File: src/hdl/ddm_pkg.sv
// ----------------------------------------------------------------------------
// ddm_pkg
// Shared constants, widths and controller-to-datapath command type for the
// differential drive mixer.
// ----------------------------------------------------------------------------
`default_nettype none

package ddm_pkg;

    // Fixed-point scale of every drive quantity
    localparam int FRAC_BITS = 14;
    localparam longint ONE = longint'(1) << FRAC_BITS;
    localparam longint K02 = (ONE * 2 + 5) / 10;
    localparam longint K09 = (ONE * 9 + 5) / 10;

    // Field widths
    localparam int IN_W   = 16;
    localparam int OUT_W  = 19;
    localparam int ACC_W  = 17;
    localparam int DB_W   = 15;
    localparam int GAIN_W = 16;

    // Configuration port
    localparam int CFG_IDX_W  = 2;
    localparam int CFG_DATA_W = 16;

    localparam logic [CFG_IDX_W-1:0] CFG_THR_DB = CFG_IDX_W'(0);
    localparam logic [CFG_IDX_W-1:0] CFG_WHL_DB = CFG_IDX_W'(1);
    localparam logic [CFG_IDX_W-1:0] CFG_GAIN   = CFG_IDX_W'(2);

    localparam logic [DB_W-1:0]   THR_DB_RST = DB_W'(328);
    localparam logic [DB_W-1:0]   WHL_DB_RST = DB_W'(328);
    localparam logic [GAIN_W-1:0] GAIN_RST   = GAIN_W'(ONE);

    // Shared multiplier and internal arithmetic widths
    localparam int MUL_A_W = IN_W + 2;
    localparam int MUL_B_W = IN_W + 1;
    localparam int PROD_W  = MUL_A_W + MUL_B_W;
    localparam int SHR_W   = PROD_W - FRAC_BITS;
    localparam int SUM_W   = SHR_W + 3;

    typedef struct packed {
        logic load_in;     // capture a transferred input item
        logic mul_first;   // first product of the item
        logic mul_second;  // second product of the item
        logic finish;      // form the result, update the accumulator
    } t_dp_cmd;

endpackage

`default_nettype wire

File: src/hdl/ddm_in_if.sv
// ----------------------------------------------------------------------------
// ddm_in_if
// Input command channel: throttle, wheel and quick-turn flag.
// ----------------------------------------------------------------------------
`default_nettype none

interface ddm_in_if;
    logic                                  valid;
    logic                                  ready;
    logic signed [ddm_pkg::IN_W-1:0]       throttle_in;
    logic signed [ddm_pkg::IN_W-1:0]       wheel_in;
    logic                                  quick_turn;

    modport source (output valid, output throttle_in, output wheel_in,
                    output quick_turn, input ready);
    modport sink   (input valid, input throttle_in, input wheel_in,
                    input quick_turn, output ready);
endinterface

`default_nettype wire

File: src/hdl/ddm_out_if.sv
// ----------------------------------------------------------------------------
// ddm_out_if
// Result channel: left and right side drive values.
// ----------------------------------------------------------------------------
`default_nettype none

interface ddm_out_if;
    logic                                  valid;
    logic                                  ready;
    logic signed [ddm_pkg::OUT_W-1:0]      left_drive;
    logic signed [ddm_pkg::OUT_W-1:0]      right_drive;

    modport source (output valid, output left_drive, output right_drive,
                    input ready);
    modport sink   (input valid, input left_drive, input right_drive,
                    output ready);
endinterface

`default_nettype wire

File: src/hdl/ddm_cfg_if.sv
// ----------------------------------------------------------------------------
// ddm_cfg_if
// Configuration write channel: register index and write data.
// ----------------------------------------------------------------------------
`default_nettype none

interface ddm_cfg_if;
    logic                                  valid;
    logic                                  ready;
    logic [ddm_pkg::CFG_IDX_W-1:0]         index;
    logic [ddm_pkg::CFG_DATA_W-1:0]        data;

    modport source (output valid, output index, output data, input ready);
    modport sink   (input valid, input index, input data, output ready);
endinterface

`default_nettype wire

File: src/hdl/ddm_ctrl.sv
// ----------------------------------------------------------------------------
// ddm_ctrl
// Sequencer for the mixer: accepts an item, steps the shared multiplier
// twice, then finishes into the output register.
// ----------------------------------------------------------------------------
`default_nettype none

module ddm_ctrl (
    input  wire             i_clk,
    input  wire             i_rst_n,
    input  wire             i_in_valid,
    output logic            o_in_ready,
    output logic            o_out_valid,
    input  wire             i_out_ready,
    output ddm_pkg::t_dp_cmd o_cmd
);

    localparam logic [1:0] S_IDLE = 2'd0;
    localparam logic [1:0] S_MUL1 = 2'd1;
    localparam logic [1:0] S_MUL2 = 2'd2;
    localparam logic [1:0] S_FIN  = 2'd3;

    logic [1:0] r_state, n_state;
    logic       r_out_valid, n_out_valid;
    logic       out_free;

    assign out_free    = !r_out_valid || i_out_ready;
    assign o_in_ready  = (r_state == S_IDLE);
    assign o_out_valid = r_out_valid;

    always_comb begin
        n_state       = r_state;
        n_out_valid   = r_out_valid;
        o_cmd         = '0;
        if (r_out_valid && i_out_ready) begin
            n_out_valid = 1'b0;
        end
        unique case (r_state)
            S_IDLE: begin
                if (i_in_valid) begin
                    o_cmd.load_in = 1'b1;
                    n_state       = S_MUL1;
                end
            end
            S_MUL1: begin
                o_cmd.mul_first = 1'b1;
                n_state         = S_MUL2;
            end
            S_MUL2: begin
                o_cmd.mul_second = 1'b1;
                n_state          = S_FIN;
            end
            S_FIN: begin
                // hold until the output register can take the result
                if (out_free) begin
                    o_cmd.finish = 1'b1;
                    n_out_valid  = 1'b1;
                    n_state      = S_IDLE;
                end
            end
            default: begin
                n_state = S_IDLE;
            end
        endcase
    end

    always_ff @(posedge i_clk) begin
        if (!i_rst_n) begin
            r_state     <= S_IDLE;
            r_out_valid <= 1'b0;
        end else begin
            r_state     <= n_state;
            r_out_valid <= n_out_valid;
        end
    end

endmodule

`default_nettype wire

File: src/hdl/ddm_datapath.sv
// ----------------------------------------------------------------------------
// ddm_datapath
// Configuration registers, input deadband, shared multiplier, quick-stop
// accumulator, side clamping and output register.
// ----------------------------------------------------------------------------
`default_nettype none

module ddm_datapath (
    input  wire                                    i_clk,
    input  wire                                    i_rst_n,
    input  wire ddm_pkg::t_dp_cmd                  i_cmd,
    input  wire signed [ddm_pkg::IN_W-1:0]         i_throttle,
    input  wire signed [ddm_pkg::IN_W-1:0]         i_wheel,
    input  wire                                    i_quick,
    input  wire                                    i_cfg_we,
    input  wire [ddm_pkg::CFG_IDX_W-1:0]           i_cfg_index,
    input  wire [ddm_pkg::CFG_DATA_W-1:0]          i_cfg_data,
    output logic signed [ddm_pkg::OUT_W-1:0]       o_left_drive,
    output logic signed [ddm_pkg::OUT_W-1:0]       o_right_drive
);

    localparam int IN_W    = ddm_pkg::IN_W;
    localparam int ACC_W   = ddm_pkg::ACC_W;
    localparam int DB_W    = ddm_pkg::DB_W;
    localparam int GAIN_W  = ddm_pkg::GAIN_W;
    localparam int OUT_W   = ddm_pkg::OUT_W;
    localparam int MUL_A_W = ddm_pkg::MUL_A_W;
    localparam int MUL_B_W = ddm_pkg::MUL_B_W;
    localparam int PROD_W  = ddm_pkg::PROD_W;
    localparam int SHR_W   = ddm_pkg::SHR_W;
    localparam int SUM_W   = ddm_pkg::SUM_W;

    localparam logic signed [IN_W:0]      ONE_IN   = (IN_W+1)'(ddm_pkg::ONE);
    localparam logic [IN_W:0]             K02_MAG  = (IN_W+1)'(ddm_pkg::K02);
    localparam logic signed [MUL_B_W-1:0] K02_B    = MUL_B_W'(ddm_pkg::K02);
    localparam logic signed [MUL_B_W-1:0] K09_B    = MUL_B_W'(ddm_pkg::K09);
    localparam logic signed [SUM_W-1:0]   ONE_S    = SUM_W'(ddm_pkg::ONE);
    localparam logic signed [SUM_W-1:0]   OUT_MAX  = SUM_W'(8 * ddm_pkg::ONE);
    localparam logic signed [SUM_W-1:0]   ACC_MAX  = SUM_W'((longint'(1) << (ACC_W-1)) - 1);
    localparam logic signed [SUM_W-1:0]   ACC_MIN  = -SUM_W'(longint'(1) << (ACC_W-1));

    // Configuration registers
    logic [DB_W-1:0]   r_thr_db;
    logic [DB_W-1:0]   r_whl_db;
    logic [GAIN_W-1:0] r_gain;

    always_ff @(posedge i_clk) begin
        if (!i_rst_n) begin
            r_thr_db <= ddm_pkg::THR_DB_RST;
            r_whl_db <= ddm_pkg::WHL_DB_RST;
            r_gain   <= ddm_pkg::GAIN_RST;
        end else if (i_cfg_we) begin
            unique case (i_cfg_index)
                ddm_pkg::CFG_THR_DB: r_thr_db <= i_cfg_data[DB_W-1:0];
                ddm_pkg::CFG_WHL_DB: r_whl_db <= i_cfg_data[DB_W-1:0];
                ddm_pkg::CFG_GAIN:   r_gain   <= i_cfg_data[GAIN_W-1:0];
                default: ;  // drop writes beyond the register list
            endcase
        end
    end

    // Deadband at capture
    logic signed [IN_W:0] in_thr_x, in_whl_x;
    logic [IN_W:0]        in_thr_mag, in_whl_mag;

    assign in_thr_x   = (IN_W+1)'(i_throttle);
    assign in_whl_x   = (IN_W+1)'(i_wheel);
    assign in_thr_mag = in_thr_x[IN_W] ? -in_thr_x : in_thr_x;
    assign in_whl_mag = in_whl_x[IN_W] ? -in_whl_x : in_whl_x;

    logic signed [IN_W-1:0]  r_thr, r_whl;
    logic                    r_quick;

    always_ff @(posedge i_clk) begin
        if (i_cmd.load_in) begin
            r_thr   <= (in_thr_mag > (IN_W+1)'(r_thr_db)) ? i_throttle : '0;
            r_whl   <= (in_whl_mag > (IN_W+1)'(r_whl_db)) ? i_wheel : '0;
            r_quick <= i_quick;
        end
    end

    // Shared multiplier
    logic signed [IN_W:0]        thr_x, whl_x, whl_clamp;
    logic [IN_W:0]               thr_abs;
    logic signed [PROD_W-1:0]    r_prod;
    logic signed [SHR_W-1:0]     r_t1;
    logic signed [SHR_W-1:0]     prod_shr;
    logic signed [ACC_W-1:0]     r_acc;
    logic signed [MUL_A_W-1:0]   op_a;
    logic signed [MUL_B_W-1:0]   op_b;
    logic signed [PROD_W-1:0]    prod;

    assign thr_x     = (IN_W+1)'(r_thr);
    assign whl_x     = (IN_W+1)'(r_whl);
    assign thr_abs   = thr_x[IN_W] ? -thr_x : thr_x;
    assign whl_clamp = (whl_x > ONE_IN) ? ONE_IN : ((whl_x < -ONE_IN) ? -ONE_IN : whl_x);
    assign prod_shr  = SHR_W'(r_prod >>> ddm_pkg::FRAC_BITS);

    always_comb begin
        if (i_cmd.mul_second) begin
            if (r_quick) begin
                op_a = MUL_A_W'(whl_clamp);
                op_b = K02_B;
            end else begin
                op_a = MUL_A_W'(prod_shr);
                op_b = $signed(MUL_B_W'(r_gain));
            end
        end else begin
            if (r_quick) begin
                op_a = MUL_A_W'(r_acc);
                op_b = K09_B;
            end else begin
                op_a = $signed(MUL_A_W'(thr_abs));
                op_b = MUL_B_W'(r_whl);
            end
        end
    end

    assign prod = op_a * op_b;

    always_ff @(posedge i_clk) begin
        if (i_cmd.mul_first) begin
            r_prod <= prod;
        end
        if (i_cmd.mul_second) begin
            r_t1   <= prod_shr;
            r_prod <= prod;
        end
    end

    // Turn, accumulator update and side limiting
    logic signed [SUM_W-1:0] thr_s, whl_s, acc_s, t1_s, t2_s;
    logic signed [SUM_W-1:0] acc_sum, acc_q, acc_decay, acc_nx;
    logic signed [SUM_W-1:0] ang, left0, right0, left1, right1, left_sat, right_sat;

    assign thr_s = SUM_W'(r_thr);
    assign whl_s = SUM_W'(r_whl);
    assign acc_s = SUM_W'(r_acc);
    assign t1_s  = SUM_W'(r_t1);
    assign t2_s  = SUM_W'(prod_shr);

    assign acc_sum   = t1_s + t2_s;
    assign acc_q     = (acc_sum > ACC_MAX) ? ACC_MAX :
                       ((acc_sum < ACC_MIN) ? ACC_MIN : acc_sum);
    assign acc_decay = (acc_s > ONE_S) ? (acc_s - ONE_S) :
                       ((acc_s < -ONE_S) ? (acc_s + ONE_S) : '0);

    always_comb begin
        if (r_quick) begin
            acc_nx = (thr_abs < K02_MAG) ? acc_q : acc_s;
            ang    = whl_s;
        end else begin
            acc_nx = acc_decay;
            ang    = t2_s - acc_s;
        end
        left0  = thr_s + ang;
        right0 = thr_s - ang;
        left1  = left0;
        right1 = right0;
        // clamp the first side past full scale; quick-turn moves the excess across
        if (left0 > ONE_S) begin
            left1 = ONE_S;
            if (r_quick) right1 = right0 - (left0 - ONE_S);
        end else if (right0 > ONE_S) begin
            right1 = ONE_S;
            if (r_quick) left1 = left0 - (right0 - ONE_S);
        end else if (left0 < -ONE_S) begin
            left1 = -ONE_S;
            if (r_quick) right1 = right0 + (-ONE_S - left0);
        end else if (right0 < -ONE_S) begin
            right1 = -ONE_S;
            if (r_quick) left1 = left0 + (-ONE_S - right0);
        end
        left_sat  = (left1 > OUT_MAX) ? OUT_MAX :
                    ((left1 < -OUT_MAX) ? -OUT_MAX : left1);
        right_sat = (right1 > OUT_MAX) ? OUT_MAX :
                    ((right1 < -OUT_MAX) ? -OUT_MAX : right1);
    end

    always_ff @(posedge i_clk) begin
        if (!i_rst_n) begin
            r_acc <= '0;
        end else if (i_cmd.finish) begin
            r_acc <= ACC_W'(acc_nx);
        end
    end

    logic signed [OUT_W-1:0] r_left, r_right;

    always_ff @(posedge i_clk) begin
        if (i_cmd.finish) begin
            r_left  <= OUT_W'(left_sat);
            r_right <= OUT_W'(right_sat);
        end
    end

    assign o_left_drive  = r_left;
    assign o_right_drive = r_right;

endmodule

`default_nettype wire

File: src/hdl/differential_drive_mixer.sv
// ----------------------------------------------------------------------------
// differential_drive_mixer
// Curvature drive with quick-turn for a two-sided drive train.
//
// Channels: i_in takes throttle, wheel (signed Q1.14) and the quick-turn
// flag; o_out returns left and right drive (signed Q4.14, saturated at
// +-8.0); i_cfg writes throttle deadband (index 0), wheel deadband
// (index 1) and turn gain (index 2), and is always ready.
// After the input transfer the item makes two passes through the one
// shared 18x17 multiplier, then the finish step writes the output register.
// The controller steps idle, first product, second product and finish, and
// takes a new item only in idle, so one item is worked on at a time.
// If the receiver stalls, the result holds in the output register; the
// next item is still taken and waits in its finish step until the output
// register frees. Reset loads the register defaults (deadbands 328, gain
// 1.0), clears the quick-stop accumulator and empties the output.
// ----------------------------------------------------------------------------
`default_nettype none

module differential_drive_mixer (
    input  wire        i_clk,
    input  wire        i_rst_n,
    ddm_in_if.sink     i_in,
    ddm_out_if.source  o_out,
    ddm_cfg_if.sink    i_cfg
);

    ddm_pkg::t_dp_cmd cmd;
    logic             in_ready;
    logic             out_valid;

    assign i_cfg.ready = 1'b1;
    assign i_in.ready  = in_ready;
    assign o_out.valid = out_valid;

    ddm_ctrl u_ctrl (
        .i_clk       (i_clk),
        .i_rst_n     (i_rst_n),
        .i_in_valid  (i_in.valid),
        .o_in_ready  (in_ready),
        .o_out_valid (out_valid),
        .i_out_ready (o_out.ready),
        .o_cmd       (cmd)
    );

    ddm_datapath u_datapath (
        .i_clk         (i_clk),
        .i_rst_n       (i_rst_n),
        .i_cmd         (cmd),
        .i_throttle    (i_in.throttle_in),
        .i_wheel       (i_in.wheel_in),
        .i_quick       (i_in.quick_turn),
        .i_cfg_we      (i_cfg.valid),
        .i_cfg_index   (i_cfg.index),
        .i_cfg_data    (i_cfg.data),
        .o_left_drive  (o_out.left_drive),
        .o_right_drive (o_out.right_drive)
    );

endmodule

`default_nettype wire
File: src/flat_wrapper.sv
// flat-port wrapper written by rule: the top's interface ports become plain ports
module differential_drive_mixer_flat 
  (i_clk, i_rst_n, i_in_valid, i_in_throttle_in, i_in_wheel_in, i_in_quick_turn, i_in_ready, o_out_valid, o_out_left_drive, o_out_right_drive, o_out_ready, i_cfg_valid, i_cfg_index, i_cfg_data, i_cfg_ready);
  ddm_in_if i_in_i ();
  ddm_out_if o_out_i ();
  ddm_cfg_if i_cfg_i ();
  input  wire i_clk;
  input  wire i_rst_n;
  input wire logic [$bits(i_in_i.valid)-1:0] i_in_valid;
  input wire logic [$bits(i_in_i.throttle_in)-1:0] i_in_throttle_in;
  input wire logic [$bits(i_in_i.wheel_in)-1:0] i_in_wheel_in;
  input wire logic [$bits(i_in_i.quick_turn)-1:0] i_in_quick_turn;
  output wire logic [$bits(i_in_i.ready)-1:0] i_in_ready;
  output wire logic [$bits(o_out_i.valid)-1:0] o_out_valid;
  output wire logic [$bits(o_out_i.left_drive)-1:0] o_out_left_drive;
  output wire logic [$bits(o_out_i.right_drive)-1:0] o_out_right_drive;
  input wire logic [$bits(o_out_i.ready)-1:0] o_out_ready;
  input wire logic [$bits(i_cfg_i.valid)-1:0] i_cfg_valid;
  input wire logic [$bits(i_cfg_i.index)-1:0] i_cfg_index;
  input wire logic [$bits(i_cfg_i.data)-1:0] i_cfg_data;
  output wire logic [$bits(i_cfg_i.ready)-1:0] i_cfg_ready;
  assign i_in_i.valid = i_in_valid;
  assign i_in_i.throttle_in = i_in_throttle_in;
  assign i_in_i.wheel_in = i_in_wheel_in;
  assign i_in_i.quick_turn = i_in_quick_turn;
  assign i_in_ready = i_in_i.ready;
  assign o_out_valid = o_out_i.valid;
  assign o_out_left_drive = o_out_i.left_drive;
  assign o_out_right_drive = o_out_i.right_drive;
  assign o_out_i.ready = o_out_ready;
  assign i_cfg_i.valid = i_cfg_valid;
  assign i_cfg_i.index = i_cfg_index;
  assign i_cfg_i.data = i_cfg_data;
  assign i_cfg_ready = i_cfg_i.ready;
  differential_drive_mixer u_core (.i_clk(i_clk), .i_rst_n(i_rst_n), .i_in(i_in_i), .o_out(o_out_i), .i_cfg(i_cfg_i));
endmodule
File: config.mk
export PLATFORM = sky130hd
export DESIGN_NAME = differential_drive_mixer_flat
export DESIGN_NICKNAME = d
export VERILOG_FILES = /design/src/hdl/ddm_pkg.sv /design/src/hdl/ddm_in_if.sv /design/src/hdl/ddm_out_if.sv /design/src/hdl/ddm_cfg_if.sv /design/src/hdl/ddm_ctrl.sv /design/src/hdl/ddm_datapath.sv /design/src/hdl/differential_drive_mixer.sv /design/src/flat_wrapper.sv
export SDC_FILE = /design/constraint.sdc
export NUM_CORES = 2
export LEC_CHECK = 0
export CORE_AREA = 2 2 250 252
export CTS_CLUSTER_DIAMETER = 30
export CTS_CLUSTER_SIZE = 28
export DETAILED_ROUTE_END_ITERATION = 7
export DIE_AREA = 0 0 252 254
export DONT_BUFFER_PORTS = 1
export PLACE_DENSITY = 0.66
export REMOVE_ABC_BUFFERS = 1
export SYNTH_ARGS = -nofsm -noshare
export SYNTH_HDL_FRONTEND = slang
export SYNTH_SLANG_ARGS = --single-unit
export TNS_END_PERCENT = 20
File: constraint.sdc
create_clock -name i_clk -period 8.6 [get_ports i_clk]
set_input_delay 1.72 -clock i_clk [delete_from_list [all_inputs] [get_ports i_clk]]
set_output_delay 1.72 -clock i_clk [all_outputs]
set_load 0.005 [all_outputs]
==> results.txt <==
* Run status: finished clean
- The count of nets left with antenna violations once routing finished came out at 0.
- Iteration-0 DRC count of the detailed router: 1,852
* Adder and majority cell fraction of the synthesized area: 0.3478
* Flip-flop cell with the highest count after synthesis: edfxtp_1
- Final weighted congestion in routability-driven placement: about 0.99
* Horizontal extent of the die: about 250 µm
- TNS Setup: 0 ps
- Post-synthesis sequential element count: roughly 180
- The worst setup path is captured at a register.
* Remaining routing DRC violations: 0
* Count of antenna diodes in the layout: 0
- The path with the worst hold slack has its endpoint at u_core.u_datapath.r_whl_db[1]$_SDFFE_PN0P_.
* Total of buffers placed on input and output ports: 0
- In this run the deepest clock path goes through 2 buffers.
* Final Net Count: approximately 4.4k
- For this configuration, the core starts out at a cell density of 0.4843.
- Overall via count from detail_route: roughly 26k
- Tightest hold margin: around 470 ps
* Worst-path maximum fanout: 16
- Critical path required time: 8910 ps
- Clock-pin slew was measured on the worst setup and hold paths at ~80 ps.
- Number of maximum-capacitance constraint violations: 0
- Share of cell area taken by muxes after synthesis: 0.01442
- The tightest min-delay check is of the register to register type.
- Clock root buffer: clkbuf_16
- Cell depth of the worst flop-to-flop path: 39
- Count of TritonRoute iterations in the first routing pass: 6
- Worst clock skew: approximately 15 ps
- OpenSTA, run right after detailed placement, puts the worst setup slack at -70.11 ps.
* Upper clock frequency limit: around 120 MHz
- The cell area that synthesis handed to floorplanning was between 20,000 and 30,000 µm².
- Unique cell type count in the Yosys netlist: 103
- The Yosys step of the flow raised 0 warnings.
* Worst reg2reg startpoint: u_core.u_datapath.r_prod[15]$_DFFE_PP_
- For flop-to-flop paths, the worst setup slack is 330 ps.
* Leading cell type in the layout, fill and taps excluded: inv_1
- Cell with the largest stage delay on the worst path: or4_4
* Non-Filler Cell Area, Final: 33,340 µm²
* All-layer global routing usage: 0.2733
- In this run the vertical extent of the chip is around 250 µm.
* HPWL reported at the end of detailed placement: around 71,000 µm
- Compared with the post-synthesis result, the final layout area differs by 12.37%.
- Gr ovfl total: 0
* Worst-Skew Late Latency: between 400 and 500 ps
- Synthesis produced roughly 3.5k cells.
* Simple-Gate Fraction of Synth Area: 0.1732
* Compound-Gate Fraction of Synth Area: 0.1754
- The critical path in this run is classified as register to register.
* Endpoints failing setup: 0
- Inserted Clock Buffers: 17
- Number of buffer and inverter instances along the worst setup path: 6
* Arrival time at the worst endpoint: 8590 ps
- Of the cells placed in the final design, the portion with a size suffix greater than 1 is 0.1182.
* Async SR Flop Fraction: 0
* Number of clock sinks: 179
- The number of antenna violations at the first check in global routing came to 0.
- Area enclosed by the die boundary: 64,010 µm²
* CTS H-Tree Depth: 4
- The region available for standard cell placement spans 61,260 µm².
- Of the synthesized area, sequential elements account for 0.1589.
* Placement Cell Area: approximately 32,000 µm²
- Yosys mapped a number of flops with a built-in enable equal to ~110.
* Average footprint of a synthesized cell: 8.429 µm²
- Core Rows: just over 90
- CP peak stage delay: approximately 500 ps
* Routed wire length per instance: between 15 and 20 µm
- Routed via count divided by cell count: approximately 5.7
- Clock tree from TritonCTS: done
- Worst max-slew margin expressed relative to the limit: 0.2763
- Of the available clock period, the critical path in the final layout requires 0.9617.
* Global-route wire length before repair: 137,900 µm
- Startpoint class of the critical path: register
- Of the total synthesized cell area, the portion taken by XOR and XNOR cells is 0.05103.
* Worst min-delay path startpoint: u_core.u_datapath.r_whl_db[1]$_SDFFE_PN0P_
- Transition at the pin with the smallest max-transition slack: roughly 1100 ps
- The via count of the first global-routing pass is roughly 25k.
- The final number of hold-violating endpoints came to 0.
* Pin count of the biggest net entering global routing: 59
- During I/O placement, the number of pins put on the boundary was between 90 and 100.
* Fin worst setup slack: 329.1 ps
- In this design, the largest share of critical-path delay is due to compound AO/OA/AOI/OAI gates.
- DRT Wirelength: 86,110 µm
* Largest family of logic cells by synthesized area: adder cells
- Commonest cells after routing, fill and taps aside: inv_1 (485), nand2_1 (415), fa_1 (313)
- The worst hold path was traced through 2 stages.
* Final-report max-slew violation count: 0
- The smallest clock period supported by the final layout is computed as 8271 ps.
- R2R Path End: u_core.u_datapath.o_left_drive[13]$_SDFFCE_PP0P_
sequential cells by signal, indices dropped and copies added (netlist names), 2 cells and up:
signal,count
u_core.u_datapath.r_prod,21
u_core.u_datapath.r_t1,21
u_core.u_datapath.o_left_drive,19
u_core.u_datapath.o_right_drive,19
u_core.u_datapath.r_acc,17
u_core.u_datapath.r_gain,16
u_core.u_datapath.r_thr,16
u_core.u_datapath.r_whl,16
u_core.u_datapath.r_thr_db,15
u_core.u_datapath.r_whl_db,15
u_core.u_ctrl.r_state,2
cells in the mapped netlist (27+ instances only):
cell type  number  area [µm²]
a22oi_1        29       217.7
nand4_1        28       175.2
o21ai_0       107       535.5
nand3_1        47       235.2
a21oi_1       178       890.9
o21a_1         47       352.8
clkbuf_1       93       349.1
a31oi_1        32       200.2
nor4_1         28       175.2
a21o_1         65       488.0
and2_1         36       225.2
nand2b_1       40       250.2
inv_1         489        1836
xnor2_1       120        1051
mux2i_1        27       270.3
ha_1          319        3991
fa_1          316        6326
a21boi_0       49       367.9
nor2_1        289        1085
dfxtp_1        66        1321
nand2_1       419        1573
xor2_1         51       446.7
o211ai_1       36       270.3
edfxtp_1      113        3393
nor2b_1        56       350.3
nor3_1         69       345.3
worst max-delay path by stage:
stage | startpoint | endpoint | slack (ps) | depth (start not counted)
floorplan | u_core.u_datapath.r_quick$_DFFE_PP_ | u_core.u_datapath.r_prod[34]$_DFFE_PP_ | -2770 | 28
global placement | u_core.u_datapath.r_prod[15]$_DFFE_PP_ | u_core.u_datapath.o_left_drive[15]$_SDFFCE_PP0P_ | 40 | 38
detailed placement | u_core.u_datapath.r_prod[15]$_DFFE_PP_ | u_core.u_datapath.o_left_drive[13]$_SDFFCE_PP0P_ | -70 | 39
CTS | u_core.u_datapath.r_prod[15]$_DFFE_PP_ | u_core.u_datapath.o_left_drive[13]$_SDFFCE_PP0P_ | 4 | 39
global route | u_core.u_datapath.r_prod[15]$_DFFE_PP_ | u_core.u_datapath.o_left_drive[13]$_SDFFCE_PP0P_ | -90 | 39
finish | u_core.u_datapath.r_prod[15]$_DFFE_PP_ | u_core.u_datapath.o_left_drive[13]$_SDFFCE_PP0P_ | 330 | 39
worst reg2reg max path, delay by kind of cell, from the launching register on:
family,cells,cell delay [ps]
and+or+nand+nor,8,1640
muxes,1,300
adders and majority gates,4,1070
AOI/OAI and AO/OA,17,3490
DFF,1,420
buffers and inverters,6,800
xor gates and xnor gates,3,360
metrics by stage:
stage,cells,util
4_1_cts,4462,0.5349
6_report,4478,0.5442
3_5_place_dp,4430,0.5241
5_1_grt,4478,0.5442
2_1_floorplan,3399,-
3_3_place_gp,4430,0.5241
timing repair:
action / in CTS / in global routing
setup endpoints to repair: 9 / 49
gates resized for setup: 6 / 110
hold endpoints to repair: 0 / 0
gates cloned: 0 / 0
pin swaps: 1 / 44
hold buffers: 0 / 0
buffers inserted: 0 / 17
cell type report:
| cell class | instances | area [µm²] |
|---|---|---|
| Clock inverter | 14 | 196.4 |
| Inverter | 494 | 1854 |
| Sequential cell | 179 | 4715 |
| Fill cell | 5774 | 27920 |
| Tap cell | 790 | 988.4 |
| Multi-Input combinational cell | 2726 | 23090 |
| Clock buffer | 18 | 450.4 |
| Timing Repair Buffer | 257 | 2041 |
cells by family after synthesis:
group | Yosys count
AO/OA/AOI/OAI | 764
XOR/XNOR | 172
adder cells (fa/ha/maj) | 635
buffers and inverters | 615
flip-flops | 179
multiplexers | 40
other | 1
AND/OR/NAND/NOR | 1114
layer usage:
| layer | track usage | routed length [µm] | vias to the layer above |
|---|---|---|---|
| met5 | 0 | 0 | - |
| met1 | 0.3580 | 36300 | 12440 |
| met2 | 0.4686 | 41430 | 775 |
| li1 | - | - | 12270 |
| met3 | 0.03052 | 5504 | 150 |
| met4 | 0.09518 | 2881 | 0 |
Power is not shown: default switching activity piles up to over one toggle a cycle in this logic, so the estimate is an artifact.
